### config.mk
export PLATFORM = sky130hd
export DESIGN_NAME = flag_deframer_destuffer_flat
export DESIGN_NICKNAME = d
export VERILOG_FILES = /design/src/rtl/fdd_pkg.sv /design/src/rtl/fdd_req_if.sv /design/src/rtl/fdd_rsp_if.sv /design/src/rtl/flag_deframer_destuffer.sv /design/src/rtl/fdd_core.sv /design/src/rtl/fdd_out_fifo.sv /design/src/flat_wrapper.sv
export SDC_FILE = /design/constraint.sdc
export NUM_CORES = 1
export LEC_CHECK = 0
export BUFFER_PORTS_ARGS = -buffer_cell sky130_fd_sc_hd__buf_2
export CAP_MARGIN = 20
export CORE_MARGIN = 2
export CORE_UTILIZATION = 55
export DETAILED_ROUTE_END_ITERATION = 10
export PLACE_DENSITY_LB_ADDON = 0.25
export SYNTH_ARGS = -nofsm -noshare
export SYNTH_HDL_FRONTEND = slang
export SYNTH_HIERARCHICAL = 1
export SYNTH_SLANG_ARGS = --single-unit
### constraint.sdc
create_clock -name clock -period 8.4 [get_ports clock]
set_input_delay 2.52 -clock clock [delete_from_list [all_inputs] [get_ports clock]]
set_output_delay 2.52 -clock clock [all_outputs]
set_load 0.01 [all_outputs]
### src/rtl/fdd_pkg.sv
`timescale 1ns / 1ps
`default_nettype none
// ----------------------------------------------------------------------------
// fdd_pkg: shared types and constants of the flag deframer / destuffer
// Byte widths, register indexes, frame phase codes and the result item layout.
// ----------------------------------------------------------------------------
package fdd_pkg;

   localparam int BYTE_W     = 8;
   localparam int COUNT_W    = 11;   // payload_count field width
   localparam int CSR_IDX_W  = 2;
   localparam int CSR_DATA_W = 8;

   // register indexes
   localparam logic [CSR_IDX_W-1:0] CSR_FLAG     = 2'd0;
   localparam logic [CSR_IDX_W-1:0] CSR_ESC      = 2'd1;
   localparam logic [CSR_IDX_W-1:0] CSR_ESC_CODE = 2'd2;

   // register reset values
   localparam logic [BYTE_W-1:0] FLAG_RST     = 8'd126;
   localparam logic [BYTE_W-1:0] ESC_RST      = 8'd125;
   localparam logic [BYTE_W-1:0] ESC_CODE_RST = 8'd94;

   typedef enum logic [1:0] {
      PH_HUNT = 2'd0,
      PH_OPEN = 2'd1,
      PH_DATA = 2'd2
   } phase_type;

   typedef struct packed {
      logic [BYTE_W-1:0]  out_byte;
      logic               end_of_frame;
      logic [COUNT_W-1:0] payload_count;
      logic               overflow;
   } rsp_type;

   // results produced by one accepted byte, in order (item0 first)
   typedef struct packed {
      logic [1:0] count;
      rsp_type    item0;
      rsp_type    item1;
   } push_type;

endpackage
`default_nettype wire

### src/rtl/fdd_req_if.sv
`timescale 1ns / 1ps
`default_nettype none
// ----------------------------------------------------------------------------
// fdd_req_if: raw byte input channel
// valid/ready handshake carrying one received serial byte.
// ----------------------------------------------------------------------------
interface fdd_req_if;
   logic       valid;
   logic       ready;
   logic [7:0] in_byte;

   modport source (output valid, output in_byte, input ready);
   modport sink   (input valid, input in_byte, output ready);
endinterface
`default_nettype wire

### src/rtl/fdd_rsp_if.sv
`timescale 1ns / 1ps
`default_nettype none
// ----------------------------------------------------------------------------
// fdd_rsp_if: result channel
// valid/ready handshake carrying a payload byte or an end-of-frame result.
// ----------------------------------------------------------------------------
interface fdd_rsp_if;
   logic        valid;
   logic        ready;
   logic [7:0]  out_byte;
   logic        end_of_frame;
   logic [10:0] payload_count;
   logic        overflow;

   modport source (output valid, output out_byte, output end_of_frame,
                   output payload_count, output overflow, input ready);
   modport sink   (input valid, input out_byte, input end_of_frame,
                   input payload_count, input overflow, output ready);
endinterface
`default_nettype wire

### src/rtl/flag_deframer_destuffer.sv
`timescale 1ns / 1ps
`default_nettype none
// Results are written into the output queue and offered on rsp from its registers.
// Throughput: one byte per cycle; a closing flag after a dangling escape
// queues two results unless the payload is full, and req.ready drops while
// three or more results wait in the four-entry output queue.
// Reset (synchronous, high): registers return to 126/125/94, the deframer
// hunts for a flag and the output queue is emptied.
// ----------------------------------------------------------------------------
// flag_deframer_destuffer: flag-delimited byte deframer with escape removal
// Finds frames between flag bytes, destuffs escaped bytes and reports each
// payload byte it keeps, then an end-of-frame result with count and overflow.
// ----------------------------------------------------------------------------
module flag_deframer_destuffer #(
   parameter int MAX_PAYLOAD = 1024
) (
   input  wire                              clock,
   input  wire                              reset,
   fdd_req_if.sink                          req,
   fdd_rsp_if.source                        rsp,
   input  wire                              csr_we,
   input  wire  [fdd_pkg::CSR_IDX_W-1:0]    csr_index,
   input  wire  [fdd_pkg::CSR_DATA_W-1:0]   csr_wdata
);
   import fdd_pkg::*;

   push_type push;
   rsp_type  head;
   logic     space;
   logic     accept;

   assign req.ready = space;
   assign accept    = req.valid & space;

   fdd_core #(
      .MAX_PAYLOAD (MAX_PAYLOAD)
   ) u_core (
      .clock     (clock),
      .reset     (reset),
      .accept    (accept),
      .in_byte   (req.in_byte),
      .csr_we    (csr_we),
      .csr_index (csr_index),
      .csr_wdata (csr_wdata),
      .push      (push)
   );

   fdd_out_fifo u_fifo (
      .clock     (clock),
      .reset     (reset),
      .push      (push),
      .space     (space),
      .valid     (rsp.valid),
      .pop_ready (rsp.ready),
      .head      (head)
   );

   assign rsp.out_byte      = head.out_byte;
   assign rsp.end_of_frame  = head.end_of_frame;
   assign rsp.payload_count = head.payload_count;
   assign rsp.overflow      = head.overflow;

endmodule
`default_nettype wire

### src/rtl/fdd_core.sv
`timescale 1ns / 1ps
`default_nettype none
// ----------------------------------------------------------------------------
// fdd_core: frame state, control registers and per-byte destuffing
// Updates the frame state for each accepted byte and produces up to two
// result items for the output queue.
// ----------------------------------------------------------------------------
module fdd_core #(
   parameter int MAX_PAYLOAD = 1024
) (
   input  wire                                clock,
   input  wire                                reset,
   input  wire                                accept,
   input  wire  [fdd_pkg::BYTE_W-1:0]         in_byte,
   input  wire                                csr_we,
   input  wire  [fdd_pkg::CSR_IDX_W-1:0]      csr_index,
   input  wire  [fdd_pkg::CSR_DATA_W-1:0]     csr_wdata,
   output fdd_pkg::push_type                  push
);
   import fdd_pkg::*;

   localparam int CNT_W = $clog2(MAX_PAYLOAD + 1);
   localparam int EXT_W = (CNT_W > COUNT_W) ? CNT_W : COUNT_W;

   logic [BYTE_W-1:0] flag_ff, esc_ff, esc_code_ff;

   phase_type         phase_ff, phase_in;
   logic              escp_ff, escp_in;
   logic [CNT_W-1:0]  cnt_ff, cnt_in;
   logic              ovf_ff, ovf_in;

   logic              pay_en, pay_ok, close, full;
   logic [BYTE_W-1:0] pay_byte;
   logic [CNT_W-1:0]  cnt_after;
   logic              ovf_after;
   logic [EXT_W-1:0]  cnt_ext;
   rsp_type           pay_item, end_item;

   always_ff @(posedge clock) begin
      if (reset) begin
         flag_ff     <= FLAG_RST;
         esc_ff      <= ESC_RST;
         esc_code_ff <= ESC_CODE_RST;
      end else if (csr_we) begin
         case (csr_index)
            CSR_FLAG:     flag_ff     <= csr_wdata;
            CSR_ESC:      esc_ff      <= csr_wdata;
            CSR_ESC_CODE: esc_code_ff <= csr_wdata;
            default: ;
         endcase
      end
   end

   assign full = (cnt_ff >= CNT_W'(MAX_PAYLOAD));

   always_comb begin
      phase_in = phase_ff;
      escp_in  = escp_ff;
      pay_en   = 1'b0;
      pay_byte = in_byte;
      close    = 1'b0;
      if (accept) begin
         if (phase_ff != PH_OPEN && phase_ff != PH_DATA) begin
            if (in_byte == flag_ff) begin
               phase_in = PH_OPEN;
               escp_in  = 1'b0;
            end
         end else if (in_byte == flag_ff) begin
            // repeated opening flags are absorbed
            if (phase_ff == PH_DATA) begin
               close    = 1'b1;
               pay_en   = escp_ff;    // dangling escape goes out as itself
               pay_byte = esc_ff;
               phase_in = PH_HUNT;
               escp_in  = 1'b0;
            end
         end else begin
            phase_in = PH_DATA;
            if (escp_ff) begin
               escp_in  = 1'b0;
               pay_en   = 1'b1;
               pay_byte = (in_byte == esc_code_ff) ? flag_ff : esc_ff;
            end else if (in_byte == esc_ff) begin
               escp_in = 1'b1;
            end else begin
               pay_en = 1'b1;
            end
         end
      end
   end

   assign pay_ok    = pay_en & ~full;
   assign cnt_after = cnt_ff + CNT_W'(pay_ok);
   assign ovf_after = ovf_ff | (pay_en & full);
   assign cnt_ext   = EXT_W'(cnt_after);

   always_comb begin
      cnt_in = cnt_after;
      ovf_in = ovf_after;
      // a new opening flag or a closing flag starts the count over
      if (close || (accept && phase_in == PH_OPEN && phase_ff != PH_OPEN)) begin
         cnt_in = '0;
         ovf_in = 1'b0;
      end
   end

   always_ff @(posedge clock) begin
      if (reset) begin
         phase_ff <= PH_HUNT;
         escp_ff  <= 1'b0;
         cnt_ff   <= '0;
         ovf_ff   <= 1'b0;
      end else begin
         phase_ff <= phase_in;
         escp_ff  <= escp_in;
         cnt_ff   <= cnt_in;
         ovf_ff   <= ovf_in;
      end
   end

   always_comb begin
      pay_item               = '0;
      pay_item.out_byte      = pay_byte;
      end_item               = '0;
      end_item.end_of_frame  = 1'b1;
      end_item.payload_count = cnt_ext[COUNT_W-1:0];
      end_item.overflow      = ovf_after;

      push.count = 2'(pay_ok) + 2'(close);
      push.item0 = pay_ok ? pay_item : end_item;
      push.item1 = end_item;
   end

endmodule
`default_nettype wire

### src/rtl/fdd_out_fifo.sv
`timescale 1ns / 1ps
`default_nettype none
// ----------------------------------------------------------------------------
// fdd_out_fifo: four-entry result queue
// Takes up to two results per cycle in order and hands out one per
// transaction. Space is offered while room for two results remains.
// ----------------------------------------------------------------------------
module fdd_out_fifo (
   input  wire                 clock,
   input  wire                 reset,
   input  fdd_pkg::push_type   push,
   output logic                space,
   output logic                valid,
   input  wire                 pop_ready,
   output fdd_pkg::rsp_type    head
);
   import fdd_pkg::*;

   rsp_type    mem_ff [4];
   logic [1:0] wr_ptr_ff, wr_ptr_in;
   logic [1:0] rd_ptr_ff, rd_ptr_in;
   logic [2:0] cnt_ff, cnt_in;
   logic       pop;
   logic [1:0] wr_next;

   assign valid   = (cnt_ff != 3'd0);
   assign space   = (cnt_ff <= 3'd2);
   assign pop     = valid & pop_ready;
   assign head    = mem_ff[rd_ptr_ff];
   assign wr_next = wr_ptr_ff + 2'd1;

   assign wr_ptr_in = wr_ptr_ff + push.count;
   assign rd_ptr_in = rd_ptr_ff + 2'(pop);
   assign cnt_in    = cnt_ff + 3'(push.count) - 3'(pop);

   always_ff @(posedge clock) begin
      if (push.count != 2'd0) begin
         mem_ff[wr_ptr_ff] <= push.item0;
      end
      if (push.count == 2'd2) begin
         mem_ff[wr_next] <= push.item1;
      end
   end

   always_ff @(posedge clock) begin
      if (reset) begin
         wr_ptr_ff <= '0;
         rd_ptr_ff <= '0;
         cnt_ff    <= '0;
      end else begin
         wr_ptr_ff <= wr_ptr_in;
         rd_ptr_ff <= rd_ptr_in;
         cnt_ff    <= cnt_in;
      end
   end

endmodule
`default_nettype wire

### src/flat_wrapper.sv
// flat-port wrapper written by rule: the top's interface ports become plain ports
module flag_deframer_destuffer_flat import fdd_pkg::*;
#(
   parameter int MAX_PAYLOAD = 1024
)
  (clock, reset, csr_we, csr_index, csr_wdata, req_valid, req_in_byte, req_ready, rsp_valid, rsp_out_byte, rsp_end_of_frame, rsp_payload_count, rsp_overflow, rsp_ready);
  fdd_req_if req_i ();
  fdd_rsp_if rsp_i ();
  input  wire clock;
  input  wire reset;
  input  wire csr_we;
  input  wire  [fdd_pkg::CSR_IDX_W-1:0] csr_index;
  input  wire  [fdd_pkg::CSR_DATA_W-1:0] csr_wdata;
  input wire logic [$bits(req_i.valid)-1:0] req_valid;
  input wire logic [$bits(req_i.in_byte)-1:0] req_in_byte;
  output wire logic [$bits(req_i.ready)-1:0] req_ready;
  output wire logic [$bits(rsp_i.valid)-1:0] rsp_valid;
  output wire logic [$bits(rsp_i.out_byte)-1:0] rsp_out_byte;
  output wire logic [$bits(rsp_i.end_of_frame)-1:0] rsp_end_of_frame;
  output wire logic [$bits(rsp_i.payload_count)-1:0] rsp_payload_count;
  output wire logic [$bits(rsp_i.overflow)-1:0] rsp_overflow;
  input wire logic [$bits(rsp_i.ready)-1:0] rsp_ready;
  assign req_i.valid = req_valid;
  assign req_i.in_byte = req_in_byte;
  assign req_ready = req_i.ready;
  assign rsp_valid = rsp_i.valid;
  assign rsp_out_byte = rsp_i.out_byte;
  assign rsp_end_of_frame = rsp_i.end_of_frame;
  assign rsp_payload_count = rsp_i.payload_count;
  assign rsp_overflow = rsp_i.overflow;
  assign rsp_i.ready = rsp_ready;
  flag_deframer_destuffer #(.MAX_PAYLOAD(MAX_PAYLOAD)) u_core (.clock(clock), .reset(reset), .req(req_i), .rsp(rsp_i), .csr_we(csr_we), .csr_index(csr_index), .csr_wdata(csr_wdata));
endmodule
== Word level (Yosys, flattened, before mapping) ==
Memory sizes are Yosys's and may differ from the RTL's. A register that Yosys moved wholly into a read port is not among the register bits.
Index checks and enable logic that the tools add are counted.

* Register bits: 46
* Bits in writable memories: 84
* Bits of input ports: 23
* Output and inout bits: 23
* Word-level logic and storage cells: 83
* Memories: 1

* Add/sub/neg operators: 7
* $lt $le $gt $ge: 2
* Equal/unequal tests: 12
* Multiplexer cells: 33
* Bitwise logic cells: 6
* Reduce and logical (&&, ||, !) cells: 12

{| class="wikitable"
|+ Memory list
! memory !! depth !! bits a word !! rd ports !! clocked after Yosys merged registers in !! write ports !! line !! RTL
|-
| u_core.u_fifo.mem_ff || 4 || 21 || 1 || 1 || 2 || fdd_out_fifo.sv:19 || <nowiki>rsp_type mem_ff [4];</nowiki>
|}

{| class="wikitable"
|+ Operators by type and width
! kind !! count
|-
| 2-to-1 mux 8 bit || 6
|-
| == test 8 bit || 3
|-
| 2-to-1 mux 21 bit || 1
|-
| 2-to-1 mux 1 bit || 20
|-
| 2-to-1 mux 2 bit || 6
|-
| adder 11 x 1 -> 11 bit || 1
|-
| greater-or-equal comparator 11 bit (second input constant) || 1
|-
| == test 2 bit (second input constant) || 3
|-
| AND reduction 2 bit || 3
|-
| bitwise AND 1 bit || 4
|-
| == test 2 x 1 -> 1 bit (second input constant) || 2
|-
| != test 2 x 1 -> 1 bit (second input constant) || 2
|-
| adder 3 x 2 -> 3 bit || 1
|-
| <= comparator 3 x 2 -> 1 bit (second input constant) || 1
|-
| logical AND 1 bit || 3
|-
| != test 3 x 2 -> 1 bit (second input constant) || 1
|-
| AND reduction 3 bit || 1
|-
| nonzero test 3 bit || 1
|-
| subtractor 3 x 1 -> 3 bit || 1
|-
| adder 1 x 1 -> 2 bit || 1
|-
| adder 2 x 1 -> 2 bit || 1
|-
| adder 2 x 1 -> 2 bit (second input constant) || 1
|-
| adder 2 bit || 1
|-
| zero test 2 bit || 1
|-
| other kinds (6) || 6
|}

== Logic depth before layout (Yosys ltp) ==
Gate-level depths: netlist of run 1.

* Depth after elaboration: 11
* Depth in mapped cells: 12
* Depth with buffers taken out: 12

== Modules after synthesis ==
The synthesis of run 1 kept the hierarchy.

{| class="wikitable"
|+ By module, submodules not included
! module !! times used !! cells an instance !! area an instance (um2) !! sequential area each (um2)
|-
| fdd_out_fifo || 1 || 249 || 4702.0 || 2662.6
|-
| fdd_core || 1 || 339 || 2728.9 || 780.7
|-
| flag_deframer_destuffer || 1 || 1 || 6.3 || 0.0
|}

== Least setup slack after synthesis of run 1 ==
OpenSTA, ideal clock, no wires.

* Path kind: input to register
* From: input port req_in_byte[1]
* To: memory u_core/u_fifo/mem_ff[0][0] (netlist bit), enable pin
* Setup time: 432 ps
* Arrival time: 6118 ps
* Data required time: 7968 ps
* Setup slack: 1851 ps
* Cell stages on the path: 8
* Buffers on the path: 0
* Path through: xor2_1 -> nor4_4 -> and2_2 -> mux2i_4 -> nor3_1 -> ha_1 -> nor2_1 -> o31ai_1

{| class="wikitable"
|+ RTL lines
! item !! line !! RTL
|-
| start, declared || flat_wrapper.sv:15 || <nowiki>input wire logic [$bits(req_i.in_byte)-1:0] req_in_byte;</nowiki>
|-
| end, declared || fdd_out_fifo.sv:19 ||
|}

==> results of run 1 <==
[critical path: stages]
cell and delay, ns:
buf_2 0.14, xor2_1 0.17, nor4_4 0.27, buf_4 0.24, and2_2 0.34, mux2i_4 0.51
nor3_1 0.14, ha_1 0.47, and4bb_4 0.74, a21o_1 0.74
[flip-flops by register name, indices dropped and copies added (netlist names)]
register / cells
u_core/u_fifo/mem_ff: 84
u_core/u_core/cnt_ff: 11
u_core/u_core/esc_code_ff: 8
u_core/u_core/esc_ff: 8
u_core/u_core/flag_ff: 8
u_core/u_fifo/cnt_ff: 3
u_core/u_core/phase_ff: 2
u_core/u_fifo/rd_ptr_ff: 2
u_core/u_fifo/wr_ptr_ff: 2
u_core/u_core/escp_ff: 1
u_core/u_core/ovf_ff: 1
[area by class of cell]
cell class                      instances  share of cell area [%]
Sequential cell                       130                    41.5
Multi-Input combinational cell        401                    44.3
Clock inverter                         14                    1.42
Tap cell                              176                    2.65
Timing Repair Buffer                   57                    4.04
Inverter                               23                    1.04
Clock buffer                           17                    5.12
[power by group through the flow]
stage / Combinational, mW / Sequential (mW) / Clock, mW
floorplan: 0.244 / 0.727 / 0
global placement: 0.314 / 0.739 / 0
detailed placement: 0.327 / 0.736 / 0
CTS: 0.330 / 0.723 / 0.689
global route: 0.360 / 0.726 / 0.719
finish: 0.327 / 0.724 / 0.677
[placed cells by master (no fill, tap or decap), drive strengths merged, types with 3 or more instances in the layout]
cell type and n:
nand2b 9, clkbuf 17, nor4 4, dfxtp 46
nand2 45, a2111oi 8, a22o 8, and2 3
a21boi 8, a41oi 3, nor2 27, nor2b 6
clkinv 8, mux2 87, conb 9, buf 57
inv 22, o21ai 8, nand3 19, mux2i 11
xor2 23, ha 10, a21oi 36, clkinvlp 6
and3 12, xnor2 10, mux4 21, edfxtp 84
[metrics by stage]
step | cell area (sq um) | hold slack (ns)
2_1_floorplan | 7460 | 0.448
3_3_place_gp | 7730 | 0.466
3_5_place_dp | 7760 | 0.466
4_1_cts | 8300 | 0.474
5_1_grt | 8300 | 0.506
6_report | 8300 | 0.472
[final timing paths]
kind | end | depth (start not counted)
worst max-delay path | u_core/u_fifo/mem_ff[2][11] | 10
worst min-delay path | u_core/u_core/esc_code_ff[5] | 2
worst max register to register | u_core/u_fifo/mem_ff[2][11] | 9
worst min register to register | u_core/u_core/esc_code_ff[5] | 2
[layer usage]
layer / wire (um) / up-vias
met5: 0 / -
met4: 228 / 0
met3: 726 / 24
met2: 7820 / 131
met1: 6950 / 2338
li1: - / 2248
[kinds of logic after synthesis]
logic type,count (synthesis),synth area share [%]
simple gates,141,10.6
flops,130,46.3
mux,119,23.1
compound gates,86,8.46
buf+inv,65,4.91
xor+xnor,35,4.51
fa+ha+maj,11,1.95
other cells,2,0.101
==> flow_summary.json, run 1 <==
{
  "synth_cell_types": 64,
  "drive_gt1_share_pct": 35.4,
  "fin_tns_setup_ns": 0,
  "final-seq-area_sq_mm": 0.00344,
  "min_path_type": "reg2reg",
  "diodes": 0,
  "crit_arrival_ns": 6.29,
  "status": "complete, no violations",
  "rsz0062_at_grt": "no",
  "use_met2_pct": 39.1,
  "maxCapViolations": 0,
  "synth_edf_count": 84,
  "clock_path_buffers": 2,
  "slew_violations": 0,
  "vdd_ir_drop_max_uv": 124,
  "port_buffers": 45,
  "io_pins": 46,
  "post_cts_resize_count": 0,
  "power_switching_mw": 0.462,
  "place_ws_ns": 1.72,
  "multi_input_area_sq_mm": 0.00367,
  "numCtsBuffers": 17,
  "wl_per_cell_um": 19.2,
  "yosysWarnings": 6,
  "drc": 0,
  "synthFlopType": "edfxtp_1",
  "drt-total-wl_um": 15700,
  "synth_area_sq_mm": 0.00744,
  "ant_nets": 0,
  "async_flop_share_pct": 0,
  "total_power_mw": 1.73,
  "pwr-share-comb_pct": 18.9,
  "cts_hold_buf": 0,
  "setup.worst_path.end_class": "flip-flop",
  "grt_pass1_vias": 4880,
  "hold_viol": 0,
  "yosys-top-cells-count": "84 x edfxtp_1, 46 x dfxtp_1, 46 x mux2_2, 45 x nand2_1, 39 x mux2_4",
  "synthTopCellsByArea": "edfxtp_1 34%, dfxtp_1 12%, mux2_4 7.9%, mux2_2 7.0%, mux4_2 6.4%",
  "busiest_layer": "met2",
  "cts-root-buf": "clkbuf_16",
  "ff2ff_setup_slack_ns": 4.03,
  "coreArea_sq_mm": 0.0132,
  "avgSynthCellArea_sq_um": 12.6,
  "firstDrtPassIters": 5,
  "initial_core_util_pct": 56.2,
  "drtIter0Drc": 343,
  "start_kind": "input port",
  "p_int_mw": 1.27,
  "synth.most_common_cell": "edfxtp_1",
  "clk_latency_ns": 0.42,
  "fill_cells": 1079,
  "dp.cells": 787,
  "die_w_um": 120,
  "setup_slack_ns": 2.15,
  "synth_top_area_share_pct": 33.9,
  "post-route-util_pct": 62.7,
  "yosysSeqAreaShare_pct": 46.3,
  "grt_usage_pct": 23.5,
  "grt_pass1_wl_um": 25900,
  "clkPwrFrac_pct": 39.2,
  "power_frac_seq_pct": 41.9,
  "instances_no_fill": 818,
  "grt_start_max_net_pins": 23,
  "critPathKind": "in2reg",
  "path_max_fanout": 22,
  "synth_top_area_cell": "edfxtp_1",
  "maxSlewHeadroom_pct": 39.4,
  "synth_seq_cells": 130,
  "num_rows": 42,
  "postCtsSetupRepairBufs": 0,
  "fin_crit_sh_pct": 74.4,
  "fp.dieH_um": 120,
  "cts_tree": "done",
  "cellPowerDensity_mw_per_mm2": 208,
  "gr-usage-met1_pct": 30.1,
  "synthCells": 589,
  "htreeDepth": 4,
  "path_clk_slew_ns": 0.06,
  "hpwl_um": 10600,
  "reg2reg_from": "u_core/u_core/flag_ff[4]",
  "fmaxAchievable_mhz": 160,
  "critPathRequiredTime_ns": 8.44,
  "drt-vias-per-instance": 5.80,
  "grt_use_met3_pct": 5.33,
  "finClkSkew_ns": 0.00805,
  "switching_share_pct": 26.8,
  "final_net_count": 664,
  "syn2layout_area_growth_pct": 11.6,
  "finalSetupViolCount": 0,
  "grt_overflow": 0,
  "worstHoldStart": "u_core/u_core/esc_code_ff[5]",
  "antenna_found_initial": 0,
  "tightest_slew_ns": 0.906,
  "period_needed_ns": 6.25,
  "clock-sinks": 130,
  "vias": 4741,
  "startpoint": "req_in_byte[1]",
  "routabilityCongestion": 0.945,
  "cellLeakagePower_nw": 3.24,
  "die-area_sq_mm": 0.0145
}
Note: power is estimated with default switching activity, not from simulation.
==> run 2: changes to the inputs <==
clock period = 6.28 ns   (was 8.4 ns; I/O delays follow)
==> run 2 against run 1 <==
Compared with the run above:
- hold slack better by 0.00066 ns
- non-clock buffer count rose by 4
- utilization is 0.36 points higher
- combinational power up 33%
- wire length rose by 0.27%
- die area is the same
- largest cell class unchanged
==> flow_summary.json, run 2 (synthesis results as in run 1) <==
{
  "crit_chain": "buf_2 -> xor2_1 -> nor4_4 -> buf_4 -> and2_2 -> mux2i_4 -> nor3_1 -> ha_1 -> and4bb_4 -> a21o_1 -> buf_4",
  "fp.dieH_um": 120,
  "critPathKind": "in2reg",
  "io_pins": 46,
  "numCtsBuffers": 17,
  "ff2ff_setup_slack_ns": 2.20,
  "period_needed_ns": 5.33,
  "die_w_um": 120,
  "grt_pass1_wl_um": 25600,
  "top_regs": "u_core/u_fifo/mem_ff (84), u_core/u_core/cnt_ff (11)",
  "clk_latency_ns": 0.43,
  "port_buffers": 45,
  "status": "complete, no violations",
  "setup_slack_ns": 0.952,
  "firstDrtPassIters": 4,
  "maxCapViolations": 0,
  "vdd_ir_drop_max_uv": 216,
  "grt_start_max_net_pins": 23,
  "cellLeakagePower_nw": 3.27,
  "routabilityCongestion": 0.890,
  "fin_tns_setup_ns": 0,
  "vias": 4717,
  "top_register": "u_core/u_fifo/mem_ff",
  "fmaxAchievable_mhz": 188,
  "grt_overflow": 0,
  "reg2reg_from": "u_core/u_core/flag_ff[0]",
  "finClkSkew_ns": 0.0127,
  "layout_common_cells": "84 x edfxtp_1, 46 x mux2_2, 46 x dfxtp_1, 45 x buf_2, 45 x nand2_1",
  "power_switching_mw": 0.638,
  "clock-sinks": 130,
  "cts-root-buf": "clkbuf_16",
  "place_ws_ns": 0.576,
  "clock_path_buffers": 2,
  "drt-total-wl_um": 15800,
  "num_rows": 42,
  "startpoint": "req_in_byte[1]",
  "drc": 0,
  "maxSlewHeadroom_pct": 55.5,
  "dp.cells": 791,
  "post_cts_resize_count": 0,
  "worstHoldStart": "u_core/u_core/esc_code_ff[0]",
  "initial_core_util_pct": 56.2,
  "p_int_mw": 1.70,
  "hpwl_um": 10600,
  "syn2layout_area_growth_pct": 12.3,
  "diodes": 0,
  "pwr-share-comb_pct": 18.6,
  "antenna_found_initial": 0,
  "drtIter0Drc": 340,
  "power_frac_seq_pct": 41.2,
  "final_net_count": 668,
  "ant_nets": 0,
  "path_max_fanout": 22,
  "wl_per_cell_um": 19.2,
  "path_clk_slew_ns": 0.06,
  "min_path_type": "reg2reg",
  "finalSetupViolCount": 0,
  "tightest_slew_ns": 0.666,
  "cellPowerDensity_mw_per_mm2": 280,
  "slowest_delay_ns": 0.73,
  "htreeDepth": 4,
  "slew_violations": 0,
  "layout_commonest_cell": "edfxtp_1",
  "setup.worst_path.end_class": "flip-flop",
  "crit_arrival_ns": 5.42,
  "start_kind": "input port",
  "clkPwrFrac_pct": 40.2,
  "coreArea_sq_mm": 0.0132,
  "placed_area_sq_mm": 0.00779,
  "largest_reg_flops": 84,
  "cts_hold_buf": 0,
  "fin_crit_sh_pct": 84.8,
  "cts_tree": "done",
  "hold_viol": 0,
  "instances_no_fill": 823,
  "switching_share_pct": 27.3,
  "grt_usage_pct": 23.3,
  "rsz0062_at_grt": "no",
  "fin_area_sq_mm": 0.00835,
  "grt_pass1_vias": 4867,
  "postCtsSetupRepairBufs": 0,
  "drive_gt1_share_pct": 35.7,
  "cp_slowest_cell": "and4bb_4",
  "die-area_sq_mm": 0.0145,
  "drt-vias-per-instance": 5.73,
  "cpMostUsedCell": "buf_4",
  "critPathRequiredTime_ns": 6.37
}
==> run 2: changes by cell type in the layout (fill, tap and decap cells not counted), sizes merged <==
cell and change:
buf +4, clkbuf +1, clkinv -1, clkinvlp -2, inv +3
==> run 2: area by class of cell <==
type	instances	area [sq um]
Multi-Input combinational cell	401	3670
Sequential cell	130	3440
Timing Repair Buffer	61	365
Clock inverter	14	131
Inverter	23	86.3
Clock buffer	18	429
Tap cell	176	220
Fill cell	1069	4890
==> run 2: per-layer routing <==
layer	track usage, %	share of wire [%]	vias to the layer above
met4	9.74	2.1	0
met1	30.0	45	2292
met2	38.4	49	135
met3	4.86	4.3	24
li1	-	-	2266
met5	0	0	-
==> run 2: final timing paths <==
| kind | cells after the start | end |
|---|---|---|
| max | 11 | u_core/u_fifo/mem_ff[2][18] |
| max reg2reg | 10 | u_core/u_fifo/mem_ff[2][18] |
| min reg2reg | 2 | u_core/u_core/esc_code_ff[0] |
| min | 2 | u_core/u_core/esc_code_ff[0] |
==> run 2: stage by stage <==
stage | power (mW) | utilization [%] | hold WS (ns)
finish | 2.34 | 63.0 | 0.472
CTS | 2.36 | 63.0 | 0.472
floorplan | 1.30 | - | 0.448
global route | 2.43 | 63.0 | 0.486
detailed placement | 1.42 | 58.8 | 0.464
global placement | 1.41 | 58.6 | 0.456
==> run 2: power by group through the flow <==
| stage | logic, mW | clock network [mW] | registers [mW] |
|---|---|---|---|
| 6_report | 0.435 | 0.941 | 0.966 |
| 5_1_grt | 0.473 | 0.990 | 0.969 |
| 4_1_cts | 0.441 | 0.954 | 0.966 |
| 3_5_place_dp | 0.439 | 0 | 0.983 |
| 3_3_place_gp | 0.421 | 0 | 0.988 |
| 2_1_floorplan | 0.326 | 0 | 0.972 |
==> run 2: worst max-delay path, delay by kind of cell <==
family          cells  cell delay, ns
xor+xnor            1            0.17
fa+ha+maj           1            0.47
simple gates        4            1.51
buf+inv             3            0.71
compound gates      1            0.13
mux                 1            0.52
